`src/hw/rtl/edpc_pkg.sv`:
```
// ----------------------------------------------------------------------------
// edpc_pkg
// Shared widths, constants and beat types for the encoder detent and
// press classifier.
// ----------------------------------------------------------------------------
`default_nettype none

package edpc_pkg;

	localparam int unsigned CNT_W       = 16;
	localparam int unsigned DET_W       = 15;
	localparam int unsigned TIME_W      = 48;
	localparam int unsigned CFG_W       = 16;
	localparam int unsigned THR_W       = 26;
	localparam int unsigned IN_TDATA_W  = 72;
	localparam int unsigned OUT_TDATA_W = 24;

	localparam int unsigned DETENT_STEP_DEF   = 4;
	localparam int unsigned LONG_PRESS_MS_RST = 600;
	localparam int unsigned US_PER_MS         = 1000;

	localparam logic [CNT_W-1:0] DET_POS_LIM = CNT_W'(16383);
	localparam logic [CNT_W-1:0] DET_NEG_LIM = CNT_W'(16384);

	typedef struct packed {
		logic [TIME_W-1:0]       time_us;
		logic                    button_level;
		logic signed [CNT_W-1:0] pulse_count;
	} in_beat_t;

	localparam int unsigned IN_FIELDS_W = $bits(in_beat_t);

	typedef struct packed {
		logic                    long_press;
		logic                    short_press;
		logic signed [DET_W-1:0] detents;
	} out_beat_t;

	localparam int unsigned OUT_FIELDS_W = $bits(out_beat_t);

endpackage

`default_nettype wire

```
`src/hw/rtl/edpc_detent.sv`:
```
// ----------------------------------------------------------------------------
// edpc_detent
// Signed count difference divided by the detent step (toward zero) through
// an exact reciprocal multiply, saturated, with the advanced reference.
// ----------------------------------------------------------------------------
`default_nettype none

module edpc_detent #(
	parameter int unsigned DETENT_STEP = edpc_pkg::DETENT_STEP_DEF
) (
	input  wire logic signed [edpc_pkg::CNT_W-1:0] pulse_count,
	input  wire logic signed [edpc_pkg::CNT_W-1:0] ref_count,
	output logic signed [edpc_pkg::DET_W-1:0]      detents,
	output logic signed [edpc_pkg::CNT_W-1:0]      ref_next
);
	import edpc_pkg::*;

	localparam int unsigned SHIFT   = CNT_W + $clog2(DETENT_STEP);
	localparam int unsigned RECIP_W = CNT_W + 1;
	localparam int unsigned PROD_W  = CNT_W + RECIP_W;
	localparam longint unsigned RECIP_V =
		((64'd1 << SHIFT) + DETENT_STEP - 1) / DETENT_STEP;
	localparam logic [RECIP_W-1:0] RECIP = RECIP_W'(RECIP_V);
	localparam logic signed [CNT_W+1:0] CPD_S = (CNT_W+2)'(DETENT_STEP);

	logic signed [CNT_W:0]   delta;
	logic                    neg;
	logic [CNT_W:0]          mag_w;
	logic [CNT_W-1:0]        mag;
	logic [PROD_W-1:0]       prod;
	logic [CNT_W-1:0]        quo;
	logic [CNT_W-1:0]        quo_sat;
	logic signed [CNT_W-1:0] det_w;
	logic signed [CNT_W+1:0] step;
	logic signed [CNT_W+1:0] ref_sum;

	always_comb begin
		delta   = (CNT_W+1)'(pulse_count) - (CNT_W+1)'(ref_count);
		neg     = delta[CNT_W];
		mag_w   = neg ? -delta : delta;
		mag     = mag_w[CNT_W-1:0];
		prod    = PROD_W'(mag) * PROD_W'(RECIP);
		quo     = CNT_W'(prod >> SHIFT);
		if (neg) begin
			quo_sat = (quo > DET_NEG_LIM) ? DET_NEG_LIM : quo;
			det_w   = -$signed(quo_sat);
		end else begin
			quo_sat = (quo > DET_POS_LIM) ? DET_POS_LIM : quo;
			det_w   = $signed(quo_sat);
		end
		detents = det_w[DET_W-1:0];
		step    = (CNT_W+2)'(det_w) * CPD_S;
		ref_sum = (CNT_W+2)'(ref_count) + step;
		ref_next = ref_sum[CNT_W-1:0];
	end

endmodule

`default_nettype wire

```
`src/hw/rtl/encoder_detent_and_press_classifier_core.sv`:
```
// ----------------------------------------------------------------------------
// encoder_detent_and_press_classifier_core
// Path from input beat to result beat: input register, result register;
// one result beat per input beat.
// Throughput: one beat per cycle unless m_tready stalls the result beat,
// set by the reference and button state update between the two registers.
// Reset: reference 0, button released, long-press threshold 600 ms.
// ----------------------------------------------------------------------------
`default_nettype none

module encoder_detent_and_press_classifier_core #(
	parameter int unsigned DETENT_STEP = edpc_pkg::DETENT_STEP_DEF
) (
	input  wire logic                              clk,
	input  wire logic                              arst_n,
	input  wire logic                              cfg_we,
	input  wire logic [edpc_pkg::CFG_W-1:0]        cfg_wdata,   // hold threshold in ms
	input  wire logic                              s_tvalid,
	output logic                                   s_tready,
	// pulse_count[15:0], button_level[16], time_us[64:17], zero pad
	input  wire logic [edpc_pkg::IN_TDATA_W-1:0]   s_tdata,
	input  wire logic                              s_tuser,     // count_valid
	output logic                                   m_tvalid,
	input  wire logic                              m_tready,
	// detents[14:0], short_press[15], long_press[16], zero pad
	output logic [edpc_pkg::OUT_TDATA_W-1:0]       m_tdata
);
	import edpc_pkg::*;

	logic                    valid_s1;
	in_beat_t                beat_s1;
	logic                    cv_s1;
	logic                    valid_s2;
	out_beat_t               res_s2;
	logic                    load_s1;
	logic                    adv_s1;

	logic signed [CNT_W-1:0] ref_q;
	logic                    held_q;
	logic                    long_done_q;
	logic [TIME_W-1:0]       press_time_q;
	logic [THR_W-1:0]        thr_q;

	logic signed [DET_W-1:0] det_raw;
	logic signed [CNT_W-1:0] ref_next;
	logic                    pressed;
	logic [TIME_W-1:0]       elapsed;
	out_beat_t               res_d;
	logic                    held_d;
	logic                    long_done_d;
	logic                    take_time;

	assign adv_s1   = valid_s1 && (!valid_s2 || m_tready);
	assign s_tready = !valid_s1 || adv_s1;
	assign load_s1  = s_tvalid && s_tready;
	assign m_tvalid = valid_s2;
	assign m_tdata  = {(OUT_TDATA_W-OUT_FIELDS_W)'(0), res_s2};

	edpc_detent #(
		.DETENT_STEP(DETENT_STEP)
	) u_detent (
		.pulse_count(beat_s1.pulse_count),
		.ref_count  (ref_q),
		.detents    (det_raw),
		.ref_next   (ref_next)
	);

	always_comb begin
		pressed     = !beat_s1.button_level;
		elapsed     = beat_s1.time_us - press_time_q;
		held_d      = held_q;
		long_done_d = long_done_q;
		take_time   = 1'b0;
		res_d.detents     = cv_s1 ? det_raw : '0;
		res_d.short_press = 1'b0;
		res_d.long_press  = 1'b0;
		if (pressed && !held_q) begin
			held_d      = 1'b1;
			long_done_d = 1'b0;
			take_time   = 1'b1;
		end else if (held_q) begin
			if (!pressed) begin
				held_d            = 1'b0;
				res_d.short_press = !long_done_q;
			end else if (!long_done_q && (elapsed >= TIME_W'(thr_q))) begin
				long_done_d      = 1'b1;
				res_d.long_press = 1'b1;
			end
		end
	end

	always_ff @(posedge clk or negedge arst_n) begin
		if (!arst_n) begin
			valid_s1 <= 1'b0;
			valid_s2 <= 1'b0;
		end else begin
			if (load_s1) begin
				valid_s1 <= 1'b1;
			end else if (adv_s1) begin
				valid_s1 <= 1'b0;
			end
			if (adv_s1) begin
				valid_s2 <= 1'b1;
			end else if (m_tready) begin
				valid_s2 <= 1'b0;
			end
		end
	end

	always_ff @(posedge clk) begin
		if (load_s1) begin
			beat_s1 <= in_beat_t'(s_tdata[IN_FIELDS_W-1:0]);
			cv_s1   <= s_tuser;
		end
		if (adv_s1) begin
			res_s2 <= res_d;
		end
	end

	always_ff @(posedge clk or negedge arst_n) begin
		if (!arst_n) begin
			ref_q        <= '0;
			held_q       <= 1'b0;
			long_done_q  <= 1'b0;
			press_time_q <= '0;
			thr_q        <= THR_W'(LONG_PRESS_MS_RST * US_PER_MS);
		end else begin
			if (cfg_we) begin
				thr_q <= THR_W'(cfg_wdata) * THR_W'(US_PER_MS);
			end
			if (adv_s1) begin
				if (cv_s1) begin
					ref_q <= ref_next;
				end
				held_q      <= held_d;
				long_done_q <= long_done_d;
				if (take_time) begin
					press_time_q <= beat_s1.time_us;
				end
			end
		end
	end

	a_press_exclusive: assert property (@(posedge clk) disable iff (!arst_n)
		valid_s2 |-> !(res_s2.short_press && res_s2.long_press))
		else $error("short and long press in one result");

	a_long_sets_done: assert property (@(posedge clk) disable iff (!arst_n)
		(adv_s1 && res_d.long_press) |=> long_done_q)
		else $error("long press fired without latching");

	a_ref_hold: assert property (@(posedge clk) disable iff (!arst_n)
		(adv_s1 && !cv_s1) |=> (ref_q == $past(ref_q)))
		else $error("reference moved on an invalid count");

	a_release_only: assert property (@(posedge clk) disable iff (!arst_n)
		(adv_s1 && held_q && pressed) |=> held_q)
		else $error("button released while still pressed");

endmodule

`default_nettype wire

```
`config.mk`:
```
export PLATFORM = sky130hd
export DESIGN_NAME = encoder_detent_and_press_classifier_core
export DESIGN_NICKNAME = d
export VERILOG_FILES = /design/src/hw/rtl/edpc_pkg.sv /design/src/hw/rtl/edpc_detent.sv /design/src/hw/rtl/encoder_detent_and_press_classifier_core.sv
export SDC_FILE = /design/constraint.sdc
export NUM_CORES = 1
export LEC_CHECK = 0
export CORE_ASPECT_RATIO = 1.4
export CORE_UTILIZATION = 45
export CTS_CLUSTER_SIZE = 16
export DETAILED_ROUTE_END_ITERATION = 8
export DONT_BUFFER_PORTS = 1
export GPL_TIMING_DRIVEN = 0
export SETUP_SLACK_MARGIN = 0.05
export SYNTH_ARGS = -nofsm -noshare
export SYNTH_HDL_FRONTEND = slang
export SYNTH_SLANG_ARGS = --single-unit
```
`constraint.sdc`:
```
create_clock -name clk -period 6.8 [get_ports clk]
set_input_delay 1.36 -clock clk [delete_from_list [all_inputs] [get_ports clk]]
set_output_delay 1.36 -clock clk [all_outputs]
set_load 0.02 [all_outputs]
```
==> Word-level counts from Yosys, hierarchy flattened <==
Cells that the tools add are included.
{ "totals": {"regBits": 174, "latch_bits": 0, "ramBits": 0, "mem_bits_ro": 0, "in_bits": 94, "mem_count": 0} }
{ "classes": {"add_sub_neg": 5, "multipliers": 1, "n_div": 0, "magnitude_cmp": 3, "eq_ne": 1, "shifts": 0, "n_mux": 17, "n_bitwise": 2, "reduce_logical": 20} }
{ "ops": {"columns": ["operator", "count"], "rows": [
  ["48-bit by 26-bit greater-or-equal comparator with 1-bit output", 1],
  ["48-bit subtractor", 1],
  ["15-bit two-way mux", 2],
  ["16-bit by 7-bit multiplier with 23-bit output (second input constant)", 1],
  ["16-bit by 16-bit subtractor with 17-bit output", 1],
  ["16-bit adder", 1],
  ["16-bit two-way mux", 1],
  ["16-bit negation", 1],
  ["14-bit by 15-bit greater-than comparator with 1-bit output (second input constant)", 1],
  ["15-bit negation", 1],
  ["14-bit greater-than comparator (second input constant)", 1],
  ["14-bit two-way mux", 1],
  ["1-bit two-way mux", 13],
  ["2-bit nonzero test", 4],
  ["3-bit OR reduction", 2],
  ["1-bit zero test", 5],
  ["1-bit logical AND", 4],
  ["2-bit AND reduction", 2],
  ["4-bit AND reduction", 1],
  ["1-bit logical OR", 2],
  ["2-bit by 1-bit inequality test with 1-bit output (second input constant)", 1],
  ["1-bit NOT", 2]
]} }

==> Logic depth before layout (Yosys ltp) <==
Gate-level depths: netlist of run 1.
{ "logic_depth": {"ltp_word": 8, "ltp_mapped": 29} }

==> Hierarchy <==
From an unflattened synthesis of run 1, not the netlist that was laid out.
{ "unflattened": {"hier_cells": 1474, "hier_area_um2": 14326.2} }
{ "by_module_without_submodules": {"columns": ["mod", "instances", "cells_each", "area_per_inst_um2", "seq_area_each_um2"], "rows": [
  ["encoder_detent_and_press_classifier_core", 1, 1139, 11941.5, 4779.6],
  ["edpc_detent", 1, 335, 2384.8, 0.0]
]} }

==> Least setup slack after synthesis of run 1 <==
OpenSTA, ideal clock, no wires.
{ "synth_timing": {"kind": "reg2reg", "start": "reg ref_q[2]", "end": "reg ref_q[15]", "setup_time_ps": 71, "arrival_ps": 5856, "required_time_ps": 6729, "slack_ps": 873, "stages_incl_launch_ff": 28, "n_path_buf": 2, "period_less_slack_ps": 5927, "cell_sequence": "dfrtp_1 > ha_1 > fa_1 > nand2b_1 > a211oi_1 > o41ai_2 > o211ai_1 > and2_1 > clkbuf_1 > clkbuf_1 > nor2_1 > xnor2_1 > inv_1 > ha_1 > xnor2_1 > nor2_1 > xnor2_1 > ha_1 > a21o_1 > a2111oi_0 > nor4_1 > or3_1 > o311a_1 > a31oi_1 > nand3_1 > a211oi_1 > nor2_1 > nand4_1"} }
{ "synth_between": {"elab_chain_cells": 8} }
{ "synth_lines": {"columns": ["element", "line", "text"], "rows": [
  ["start, declared", "encoder_detent_and_press_classifier_core.sv:38", "logic signed [CNT_W-1:0] ref_q;"],
  ["start signal, assigned", "encoder_detent_and_press_classifier_core.sv:133", "ref_q <= ref_next;"],
  ["16-bit by 16-bit subtractor with 17-bit output (*)", "edpc_detent.sv:38", "delta = (CNT_W+1)'(pulse_count) - (CNT_W+1)'(ref_count);"],
  ["16-bit negation", "edpc_detent.sv:40", "mag_w = neg ? -delta : delta;"],
  ["16-bit two-way mux", "edpc_detent.sv:40", null],
  ["14-bit by 15-bit greater-than comparator with 1-bit output", "edpc_detent.sv:45", "quo_sat = (quo > DET_NEG_LIM) ? DET_NEG_LIM : quo;"],
  ["15-bit two-way mux", "edpc_detent.sv:45", null],
  ["15-bit negation", "edpc_detent.sv:46", "det_w = -$signed(quo_sat);"],
  ["15-bit two-way mux (*)", "edpc_detent.sv:44", "if (neg) begin"],
  ["net det_raw[0]", "encoder_detent_and_press_classifier_core.sv:44", "logic signed [DET_W-1:0] det_raw;"],
  ["16-bit adder (*)", "edpc_detent.sv:53", "ref_sum = (CNT_W+2)'(ref_count) + step;"]
]} }
Mark *: on every way through the listed nets, which the timed path passes. The rest lies on a longest branch.
A chain may end at the register's enable or synchronous reset.

==> Worst setup path after layout of run 1 <==
Same ends and word-level chain as after synthesis.

==> metrics.md, run 1 <==
| Metric | Value |
|---|---|
| Final worst setup slack | `between 0.4 and 0.5 ns` |
| Post-layout util | `0.500` |
| DP Area | `0.0144 sq mm` |
| Port bufs | `0` |
| Post-synthesis xor/xnor area fraction | `0.0585` |
| Power Density | `about 470 mW/mm^2` |
| Post-Syn Area | `0.0139 sq mm` |
| Layout Skew | `roughly 0.013 ns` |
| Crit Path Class | `flip-flop to flip-flop` |
| Layout cells sized above 1 | `0.0562` |
| Slowest CP cell | `fa_1` |
| DR vias/cell | `5.55` |
| Dpl ws | `-0.995 ns` |
| Maximum number of pins on one net before global-route repair | `90` |
| Max Clock Freq | `~160 MHz` |
| Cell count after placement | `between 1500 and 2000` |
| FF+latch count, synth | `around 170` |
| Max FO, Critical Path | `10` |
| Main combinational cell family by area after synthesis | `adder cells` |
| Area Growth Syn to Fin | `8.61%` |
| Drt pass-1 iters | `5` |
| Fin crit share | `0.938` |
| Clk_lat worst skew | `approximately 0.46 ns` |
| Outcome | `finished, final reports clean` |
| DR vias | `~11000` |
| Die area | `about 0.032 sq mm` |
| Row cnt | `75` |
| Req. time, crit path | `a little over 7 ns` |
| CORE AREA | `roughly 0.030 sq mm` |
| Fraction of the mapped netlist area in adder cells | `0.219` |
| Top cells by area, synth | `edfxtp_1 18%, dfrtp_1 15%, ha_1 14%` |
| Residual DRC count | `0` |
| Worst Reg-to-Reg Cells | `26` |
| CTS Buf Count | `17` |
| IO Pins | `120` |
| Grt total ovfl | `0` |
| Startpoint types | `flip-flop` |
| Post-Layout Cell Count | `approximately 1900` |
| # setup viols final | `0` |
| Most used cell, CP | `ha_1` |
| Post-DRT Antenna Nets | `0` |
| Slew Viols, Final | `0` |
| Worst endpoint data arrival time | `roughly 6.7 ns` |
| First-pass GRT wire length | `between 50000 and 60000 microns` |
| End of the worst hold path | `press_time_q[28]` |
| Critical Path End Type | `flip-flop` |
| Nets@finish | `~1800` |
| Pleak | `approximately 6.5 nW` |
| CTS tree | `yes` |
| Initial core utilization | `0.461` |
| Initial antenna violation count | `1` |
| Synth area leader | `edfxtp_1` |
| Root buffer cell | `clkbuf_16` |
| R2R setup slack | `between 0.4 and 0.5 ns` |
| EDFF count, synth | `between 80 and 90` |
| Vias in the first global route | `between 10000 and 15000` |
| CP Buf/Inv Count | `2` |
| Clock Sinks | `between 150 and 200` |
| DR iter-0 viols | `348` |
| Die width | `approximately 150 microns` |
| Worst VDD drop | `184 uV` |
| Avg WL per Cell | `about 17 microns` |
| Routed wire length | `between 30000 and 40000 microns` |
| Max H-tree Level | `4` |
| Delay-heaviest family, CP | `compound AO/OA/AOI/OAI gates` |
| Slowest stage delay, CP | `0.45 ns` |
| Tot GR Track Use | `0.222` |
| Post-Synth Simple-Gate Area | `0.135` |
| Setup TNS Final | `0 ns` |
| CTS Buffer Depth | `2` |
| Unrepaired setup endpoints after global routing | `no` |
| Commonest non-fill, non-tap cell in the layout | `inv_1` |
| Mean Syn Cell Area | `approximately 9.5 sq um` |
| Compound-cell area share of the yosys netlist | `0.180` |
| Reg2reg end | `ref_q[15]` |
| Warnings, synthesis | `0` |
| Worst Tran Pin Value | `approximately 0.8 ns` |
| Post-route minimum period | `6.38 ns` |
| Max cap viols | `0` |
| Worst flop-to-flop path startpoint | `ref_q[2]` |
| # diodes | `0` |
| Sequential area share after synthesis | `0.340` |
| Worst-path clk slew | `~0.08 ns` |
| Hold path start | `beat_s1[45]` |
| Post-synthesis mux area share | `0.00998` |
| Top FF cell, synth | `edfxtp_1` |
| Die height | `210 microns` |
| Share of the synthesized area in the top cell type | `0.179` |
| Most frequent cells in the layout | `155 x inv_1, 153 x ha_1, 143 x nand2_1, 116 x o21ai_0, 87 x a21oi_1` |
| Detail Placement HPWL | `26400 microns` |
| Distinct cells, synth | `75` |
| Rel. slew slack | `0.467` |
| Final Hold Viols | `0` |
| Async SR Flop Fraction | `0.517` |
| Hold path depth | `2` |
| Gpl congestion | `0.869` |
| Min-delay worst type | `flip-flop to flip-flop` |
| Post-Syn Instances | `about 1500` |
| Finished Cell Area | `between 0.015 and 0.02 sq mm` |
| Hold buffers post-CTS | `0` |
[sequential cells by signal, indices dropped and copies added (netlist names)]
signal and cells:
beat_s1 65, held_q 1, ref_q 14, press_time_q 48, thr_q 23, m_tvalid 1
long_done_q 1, valid_s1 1, m_tdata 17, cv_s1 1
[cell type report]
type | instances | area, sq um
Multi-Input combinational cell | 1100 | 8480
Timing Repair Buffer | 3 | 35.0
Inverter | 155 | 582
Tap cell | 385 | 482
Clock inverter | 13 | 128
Buffer | 50 | 219
Sequential cell | 172 | 4730
Fill cell | 2839 | 15100
Clock buffer | 19 | 464
[worst max path at each step]
stage	start	to	slack (ns)	cells past startpoint
finish	ref_q[2]	ref_q[15]	0.42	26
global route	beat_s1[2]	ref_q[15]	0.05	27
CTS	ref_q[2]	ref_q[15]	0.09	27
detailed placement	beat_s1[2]	ref_q[15]	-0.99	28
global placement	ref_q[2]	ref_q[15]	-1.00	27
floorplan	ref_q[2]	ref_q[15]	0.87	27
[logic make-up (layout without fill, tap and decap cells)]
| family | after synthesis | after routing |
|---|---|---|
| simple gates | 389 | 389 |
| compound gates | 388 | 388 |
| fa+ha+maj | 210 | 210 |
| buf+inv | 206 | 240 |
| flops | 172 | 172 |
| xor+xnor | 93 | 93 |
| mux | 13 | 13 |
| other cells | 1 | 7 |
[tightest hold or removal path: stages, from the launching register on]
cell	delay [ns]
edfxtp_1	0.35
nand2_1	0.05
o21ai_0	0.06
[per-stage QoR]
| step | total power [mW] | hold slack, ns |
|---|---|---|
| floorplan | 5.06 | 0.457 |
| global placement | 5.91 | 0.468 |
| detailed placement | 6.01 | 0.480 |
| CTS | 7.09 | 0.499 |
| global route | 7.80 | 0.521 |
| finish | 7.09 | 0.491 |
[cells in the mapped netlist, drive strengths merged (41+ instances only)]
master	number
nor2	70
o21ai	116
nand2	143
dfrtp	81
a21oi	87
inv	155
edfxtp	83
xnor2	65
ha	153
a21o	47
clkbuf	41
fa	57
[routing by layer]
metal / vias to the layer above / track usage / wire [microns]
met5: - / 0 / 10
met4: 2 / 0.110 / 1250
met3: 64 / 0.0253 / 754
met2: 172 / 0.435 / 18400
met1: 5042 / 0.225 / 12400
li1: 5254 / - / -
[report_power, final]
| part | leakage (nW) | switching, mW | total (mW) | internal (mW) |
|---|---|---|---|---|
| logic | 4.39 | 2.65 | 4.57 | 1.92 |
| clock network | 0.285 | 0.450 | 0.994 | 0.543 |
| registers | 1.87 | 0.138 | 1.53 | 1.39 |
[what timing repair did]
item,4_1_cts,5_1_grt
resized for setup,7,5
buffers inserted,1,1
setup endpoints to repair,5,3
endpoints found under the hold margin,0,0
pin swaps,1,1
Power figures use the tool's default switching activity.
==> run 2: changes to the inputs <==
==> constraint.sdc (replaced) <==
create_clock -name clk -period 8.2 [get_ports clk]
set_input_delay 1.64 -clock clk [delete_from_list [all_inputs] [get_ports clk]]
set_output_delay 1.64 -clock clk [all_outputs]
set_load 0.02 [all_outputs]
==> run 2 against run 1 <==
First-iteration DRC count increased by 2.9%; count of clock-buffer cells in the layout stayed put; largest cell class unchanged; global-route usage about the same; sequential cell count unchanged; critical path depth rose by 1; sequential share of layout area increased by 0.16 points; maximum frequency shrank 17%.
==> metrics.md, run 2 (same netlist as run 1, synthesis figures left out) <==
| Metric | Value |
|---|---|
| Die width | `151 microns (unchanged)` |
| Max cap viols | `0 (unchanged)` |
| Startpoint types | `flip-flop` |
| Regs by FF count | `beat_s1: 65 flops, press_time_q: 48 flops, thr_q: 23 flops` |
| Combinational fraction of design power | `0.640 (-0.005)` |
| Worst Tran Pin Value | `0.865 ns (+0.0645 ns)` |
| Layout cells sized above 1 | `0.0503 (-0.00592)` |
| Worst VDD drop | `151 uV (-18%)` |
| Initial antenna violation count | `1 (unchanged)` |
| Residual DRC count | `0 (unchanged)` |
| CTS Buffer Depth | `2 (unchanged)` |
| Gpl congestion | `0.869 (unchanged)` |
| First-pass GRT wire length | `54200 microns (-0.13%)` |
| Fin crit share | `0.932 (-0.00534)` |
| Max Clock Freq | `131 MHz (-17%)` |
| Max FO, Critical Path | `10 (unchanged)` |
| Vias in the first global route | `11000 (-0.37%)` |
| Routed wire length | `32700 microns (-0.43%)` |
| Commonest non-fill, non-tap cell in the layout | `inv_1` |
| Max H-tree Level | `4 (unchanged)` |
| Tot GR Track Use | `0.221 (about the same)` |
| Min-delay worst type | `flip-flop to flip-flop` |
| Min Hold Slack | `0.491 ns (+0.0000660 ns)` |
| Pint | `3.16 mW (-18%)` |
| CTS Buf Count | `17 (unchanged)` |
| Grt total ovfl | `0 (unchanged)` |
| Clk_lat worst skew | `0.47 ns (about the same)` |
| DR iter-0 viols | `358 (+2.9%)` |
| Avg WL per Cell | `17.2 microns (-0.43%)` |
| Tot Pwr | `5.80 mW (-18%)` |
| Maximum number of pins on one net before global-route repair | `90 (unchanged)` |
| Setup TNS Final | `0 ns (unchanged)` |
| Worst endpoint data arrival time | `8.04 ns (+1.33 ns)` |
| Outcome | `finished, final reports clean` |
| Root buffer cell | `clkbuf_16` |
| Post-route minimum period | `7.65 ns (+1.27 ns)` |
| Req. time, crit path | `8.59 ns (+1.46 ns)` |
| Most frequent cells in the layout | `155 x inv_1, 153 x ha_1, 143 x nand2_1, 116 x o21ai_0, 87 x a21oi_1` |
| Worst flop-to-flop path startpoint | `ref_q[2]` |
| Crit Path Class | `flip-flop to flip-flop` |
| Layout Skew | `0.0123 ns (-0.00103 ns)` |
| Worst-path clk slew | `0.08 ns (about the same)` |
| Critical Path End Type | `flip-flop` |
| # setup viols final | `0 (unchanged)` |
| Detail Placement HPWL | `26400 microns (unchanged)` |
| CORE AREA | `0.0302 sq mm (unchanged)` |
| DR vias | `10500 (-0.70%)` |
| Post-DRT Antenna Nets | `0 (unchanged)` |
| Clock power frac | `0.142 (+0.002)` |
| Row cnt | `75 (unchanged)` |
| Clock Sinks | `172 (unchanged)` |
| Slew Viols, Final | `0 (unchanged)` |
| DR vias/cell | `5.51 (-0.70%)` |
| Port bufs | `0 (unchanged)` |
| Net Sw Power | `2.64 mW (-18%)` |
| Sw Ratio | `0.456 (-0.00102)` |
| Drt pass-1 iters | `5 (unchanged)` |
| Pleak | `6.52 nW (-0.42%)` |
| Final Hold Viols | `0 (unchanged)` |
| Hold path start | `beat_s1[45]` |
| IO Pins | `120 (unchanged)` |
| Nets@finish | `1802 (-0.055%)` |
| Largest register by flop count | `beat_s1` |
| CTS tree | `yes` |
| Max reg flops | `65 (unchanged)` |
| Die height | `210 microns (unchanged)` |
| Initial core utilization | `0.461 (unchanged)` |
| Rel. slew slack | `0.424 (-0.0430)` |
| Crit path from | `ref_q[2]` |
| Area Growth Syn to Fin | `8.06%` |
| Sequential power share | `0.218 (+0.003)` |
| Power Density | `386 mW/mm^2 (-18%)` |
| Unrepaired setup endpoints after global routing | `no` |
| Die area | `0.0317 sq mm (unchanged)` |
-- run 2: final cells by class --
type / count / area (sq um)
fillers: 2837 / 15200
plain buffers: 51 / 219
well taps: 385 / 482
clock inverters: 13 / 128
multi-input cells: 1100 / 8420
clock buffers: 19 / 464
flip-flops and latches: 172 / 4730
inverters: 155 / 582
diodes: 1 / 2.50
repair buffers: 1 / 20.0
-- run 2: power groups by stage --
stage / sequential [mW] / combinational [mW] / clock, mW
2_1_floorplan: 1.26 / 2.94 / 0
3_3_place_gp: 1.28 / 3.62 / 0
3_5_place_dp: 1.28 / 3.70 / 0
4_1_cts: 1.27 / 3.73 / 0.847
5_1_grt: 1.29 / 4.22 / 0.878
6_report: 1.27 / 3.71 / 0.825
-- run 2: critical path, cell delays in order, from the launching register on --
cell,delay [ns]
dfrtp_1,0.40
ha_1,0.21
fa_1,0.45
nand2b_1,0.20
a211oi_1,0.39
o41ai_2,0.16
o211ai_1,0.41
and2_1,0.19
clkbuf_1,0.28
clkbuf_1,0.45
nor2_1,0.18
xnor2_1,0.35
inv_1,0.09
ha_1,0.28
xnor2_1,0.18
nor2_1,0.07
xnor2_1,0.29
ha_1,0.32
a21o_1,0.21
a2111oi_1,0.67
nor4_1,0.20
or3_1,0.41
o311a_1,0.17
a31oi_1,0.45
nand3_1,0.13
a211oi_1,0.28
nor2_1,0.08
nand4_1,0.07
-- run 2: routing by layer --
metal | up-vias | routed length, microns | GRT usage
li1 | 5250 | - | -
met1 | 4982 | 12300 | 0.225
met2 | 165 | 18400 | 0.435
met3 | 61 | 783 | 0.0255
met4 | 2 | 1160 | 0.108
met5 | - | 10 | 0
-- run 2: worst paths after layout --
check,slack (ns),endpoint,depth (start not counted)
worst min register to register,0.49,press_time_q[28],2
worst min-delay path,0.49,press_time_q[28],2
min in group asynchronous,0.87,press_time_q[3],0
worst max register to register,0.55,ref_q[15],27
worst max-delay path,0.55,ref_q[15],27
max in group asynchronous,7.10,thr_q[16],0
-- run 2: through the flow --
step                      worst slack, ns  area [sq um]  cells   util
after floorplan                      2.27         13900   1478      -
after global placement              0.396         14400   1863  0.477
after detailed placement            0.405         14400   1864  0.478
after CTS                           0.366         15000   1896  0.498
after global routing                0.144         15000   1896  0.498
final                               0.554         15000   1897  0.498
-- run 2: timing repair --
| item | in CTS | in global routing |
|---|---|---|
| resized for setup | 0 | 1 |
| hold buffers | 0 | 0 |
| buffers inserted | 0 | 0 |
| setup endpoints to repair | 0 | 1 |
==> run 3: changes to the inputs <==
--- a/config.mk
+++ b/config.mk
@@ -11,6 +11,7 @@
 export DETAILED_ROUTE_END_ITERATION = 8
 export DONT_BUFFER_PORTS = 1
 export GPL_TIMING_DRIVEN = 0
+export RECOVER_POWER = 25
 export SETUP_SLACK_MARGIN = 0.05
 export SYNTH_ARGS = -nofsm -noshare
 export SYNTH_HDL_FRONTEND = slang
==> constraint.sdc (replaced) <==
create_clock -name clk -period 7.5 [get_ports clk]
set_input_delay 1.5 -clock clk [delete_from_list [all_inputs] [get_ports clk]]
set_output_delay 1.5 -clock clk [all_outputs]
set_load 0.02 [all_outputs]
==> run 3 against run 2 <==
Via count rose by 0.24%; final area rose by 0.13%; clock power rose by 9.1%; maximum frequency rose by 9.4%; final cell count barely moved; die area did not move; power rose by 9.8%; sequential share of layout area barely moved; sequential cell count did not move; largest cell class unchanged; largest power group unchanged.
==> metrics.md, run 3 (same netlist as run 1, synthesis figures left out) <==
| Metric | Value |
|---|---|
| Regs by FF count | `beat_s1: 65 flops, press_time_q: 48 flops, thr_q: 23 flops` |
| R2R setup slack | `0.51 ns (-0.04 ns)` |
| Hold path start | `beat_s1[45]` |
| Area Growth Syn to Fin | `8.21%` |
| Clk_lat worst skew | `0.46 ns (about the same)` |
| Final worst setup slack | `0.511 ns (-0.0436 ns)` |
| CORE AREA | `0.0302 sq mm (unchanged)` |
| Register area | `0.00473 sq mm (unchanged)` |
| Post-DRT Antenna Nets | `0 (unchanged)` |
| Detail Placement HPWL | `26400 microns (unchanged)` |
| Outcome | `finished, final reports clean` |
| Most frequent cells in the layout | `155 x inv_1, 153 x ha_1, 143 x nand2_1, 116 x o21ai_0, 87 x a21oi_1` |
| DR WL met3 | `813 microns (+3.8%)` |
| Max Used Layer | `met5` |
| Max H-tree Level | `4 (unchanged)` |
| Root buffer cell | `clkbuf_16` |
| Final Hold Viols | `0 (unchanged)` |
| Slew Viols, Final | `0 (unchanged)` |
| Drt pass-1 iters | `4 (-1)` |
| DR iter-0 viols | `347 (-3.1%)` |
| DR vias/cell | `5.52 (+0.19%)` |
| Layout cells sized above 1 | `0.0529 (+0.00261)` |
| Port bufs | `0 (unchanged)` |
| Max cap viols | `0 (unchanged)` |
| Layout Skew | `0.00934 ns (-0.00298 ns)` |
| Min-delay worst type | `flip-flop to flip-flop` |
| Min Hold Slack | `0.491 ns (-0.000129 ns)` |
| Startpoint types | `flip-flop` |
| CTS Buf Count | `17 (unchanged)` |
| Die area | `0.0317 sq mm (unchanged)` |
| Gpl congestion | `0.869 (unchanged)` |
| Die width | `151 microns (unchanged)` |
| Worst flop-to-flop path startpoint | `ref_q[2]` |
| CTS Buffer Depth | `2 (unchanged)` |
| Area of the multi-input gates | `0.00843 sq mm (+0.13%)` |
| Residual DRC count | `0 (unchanged)` |
| End of the worst hold path | `press_time_q[28]` |
| Row cnt | `75 (unchanged)` |
| Nets@finish | `1803 (+0.055%)` |
| Power Density | `423 mW/mm^2 (+9.6%)` |
| Worst endpoint data arrival time | `7.32 ns (-0.72 ns)` |
| Tot GR Track Use | `0.222 (+0.000324)` |
| Hold path depth | `2 (unchanged)` |
| Max reg flops | `65 (unchanged)` |
| Worst VDD drop | `163 uV (+8.0%)` |
| Vias in the first global route | `11000 (+0.036%)` |
| Initial core utilization | `0.461 (unchanged)` |
| Commonest non-fill, non-tap cell in the layout | `inv_1` |
| Pleak | `6.53 nW (+0.14%)` |
| CTS tree | `yes` |
| Tot Pwr | `6.37 mW (+9.8%)` |
| Setup TNS Final | `0 ns (unchanged)` |
| Largest register by flop count | `beat_s1` |
| Grt total ovfl | `0 (unchanged)` |
| Hold buffers post-CTS | `0 (unchanged)` |
| Critical Path End Type | `flip-flop` |
| # setup viols final | `0 (unchanged)` |
| Crit Path Class | `flip-flop to flip-flop` |
| Max FO, Critical Path | `10 (unchanged)` |
| First-pass GRT wire length | `54300 microns (+0.15%)` |
| Worst Reg-to-Reg Cells | `27 (unchanged)` |
| DR vias | `10500 (+0.24%)` |
| IO Pins | `120 (unchanged)` |
| Fin crit share | `0.932 (about the same)` |
| Max Clock Freq | `143 MHz (+9.4%)` |
| Maximum number of pins on one net before global-route repair | `90 (unchanged)` |
| M1 wire length | `12300 microns (-0.49%)` |
| Initial antenna violation count | `1 (unchanged)` |
| Worst-path clk slew | `0.07 ns (about the same)` |
| Reg2reg end | `ref_q[15]` |
| Unrepaired setup endpoints after global routing | `no` |
| Rel. slew slack | `0.386 (-0.0380)` |
| Req. time, crit path | `7.83 ns (-0.76 ns)` |
| Routed wl met2 | `18400 microns (+0.28%)` |
| Dpl ws | `-0.295 ns (-0.700 ns)` |
| Worst Tran Pin Value | `0.910 ns (+0.0451 ns)` |
| Avg WL per Cell | `17.2 microns (about the same)` |
| Routed wire length | `32700 microns (about the same)` |
| Post-route minimum period | `6.99 ns (-0.656 ns)` |
| Fillcell total | `2838 (+0.035%)` |
| Die height | `210 microns (unchanged)` |
| Clock Sinks | `172 (unchanged)` |
## run 3: how the worst max path moves through the flow
stage                     slack [ns]   endpoint  startpoint  cells past startpoint
after global routing            0.10  ref_q[15]  beat_s1[2]                     28
after CTS                       0.23  ref_q[15]    ref_q[2]                     27
after floorplan                 1.57  ref_q[15]    ref_q[2]                     27
after global placement         -0.30  ref_q[15]    ref_q[2]                     27
final                           0.51  ref_q[15]    ref_q[2]                     27
after detailed placement       -0.29  ref_q[15]  beat_s1[2]                     28
## run 3: power by group
| part | switching (mW) | total [mW] | internal (mW) |
|---|---|---|---|
| Clock | 0.408 | 0.900 | 0.493 |
| Sequential | 0.124 | 1.38 | 1.26 |
| Combinational | 2.37 | 4.09 | 1.72 |
## run 3: final cells by class
class	instances	area share
antenna	1	0.000166
buffer	51	0.0146
clock buffer	19	0.0308
clock inverter	13	0.00847
inverter	155	0.0386
multi-input combinational	1100	0.560
sequential	172	0.314
tap	385	0.0320
timing repair buffer	2	0.00183
## run 3: timing repair
item,4_1_cts,5_1_grt
buffers inserted,0,1
resized for setup,3,1
pin swaps,0,1
endpoints found under the setup margin,1,1
## run 3: routing by layer
| metal | vias to the layer above | GRT usage |
|---|---|---|
| met5 | - | 0 |
| met4 | 2 | 0.108 |
| met3 | 58 | 0.0253 |
| met2 | 167 | 0.436 |
| met1 | 5004 | 0.225 |
| li1 | 5254 | - |
## run 3: stage by stage
| stage | util | area, sq um | std cells |
|---|---|---|---|
| 4_1_cts | 0.498 | 15000 | 1896 |
| 3_5_place_dp | 0.478 | 14400 | 1864 |
| 6_report | 0.499 | 15100 | 1898 |
| 5_1_grt | 0.498 | 15100 | 1897 |
| 2_1_floorplan | - | 13900 | 1478 |
| 3_3_place_gp | 0.477 | 14400 | 1863 |
## run 3: critical path: stages (launching register included)
cell and delay, ns:
dfrtp_1 0.40, ha_1 0.21, fa_1 0.45, nand2b_1 0.19, a211oi_1 0.41, o41ai_2 0.16
o211ai_1 0.30, and2_1 0.17, clkbuf_1 0.28, clkbuf_2 0.32, nor2_1 0.13, xnor2_1 0.33
inv_1 0.08, ha_1 0.28, xnor2_1 0.18, nor2_1 0.07, xnor2_1 0.27, ha_1 0.32
a21o_1 0.22, a2111oi_2 0.51, nor4_1 0.17, or3_1 0.40, o311a_1 0.17, a31o_2 0.32
nand3_1 0.09, a21oi_1 0.06, a211oi_1 0.24, nand4_1 0.12
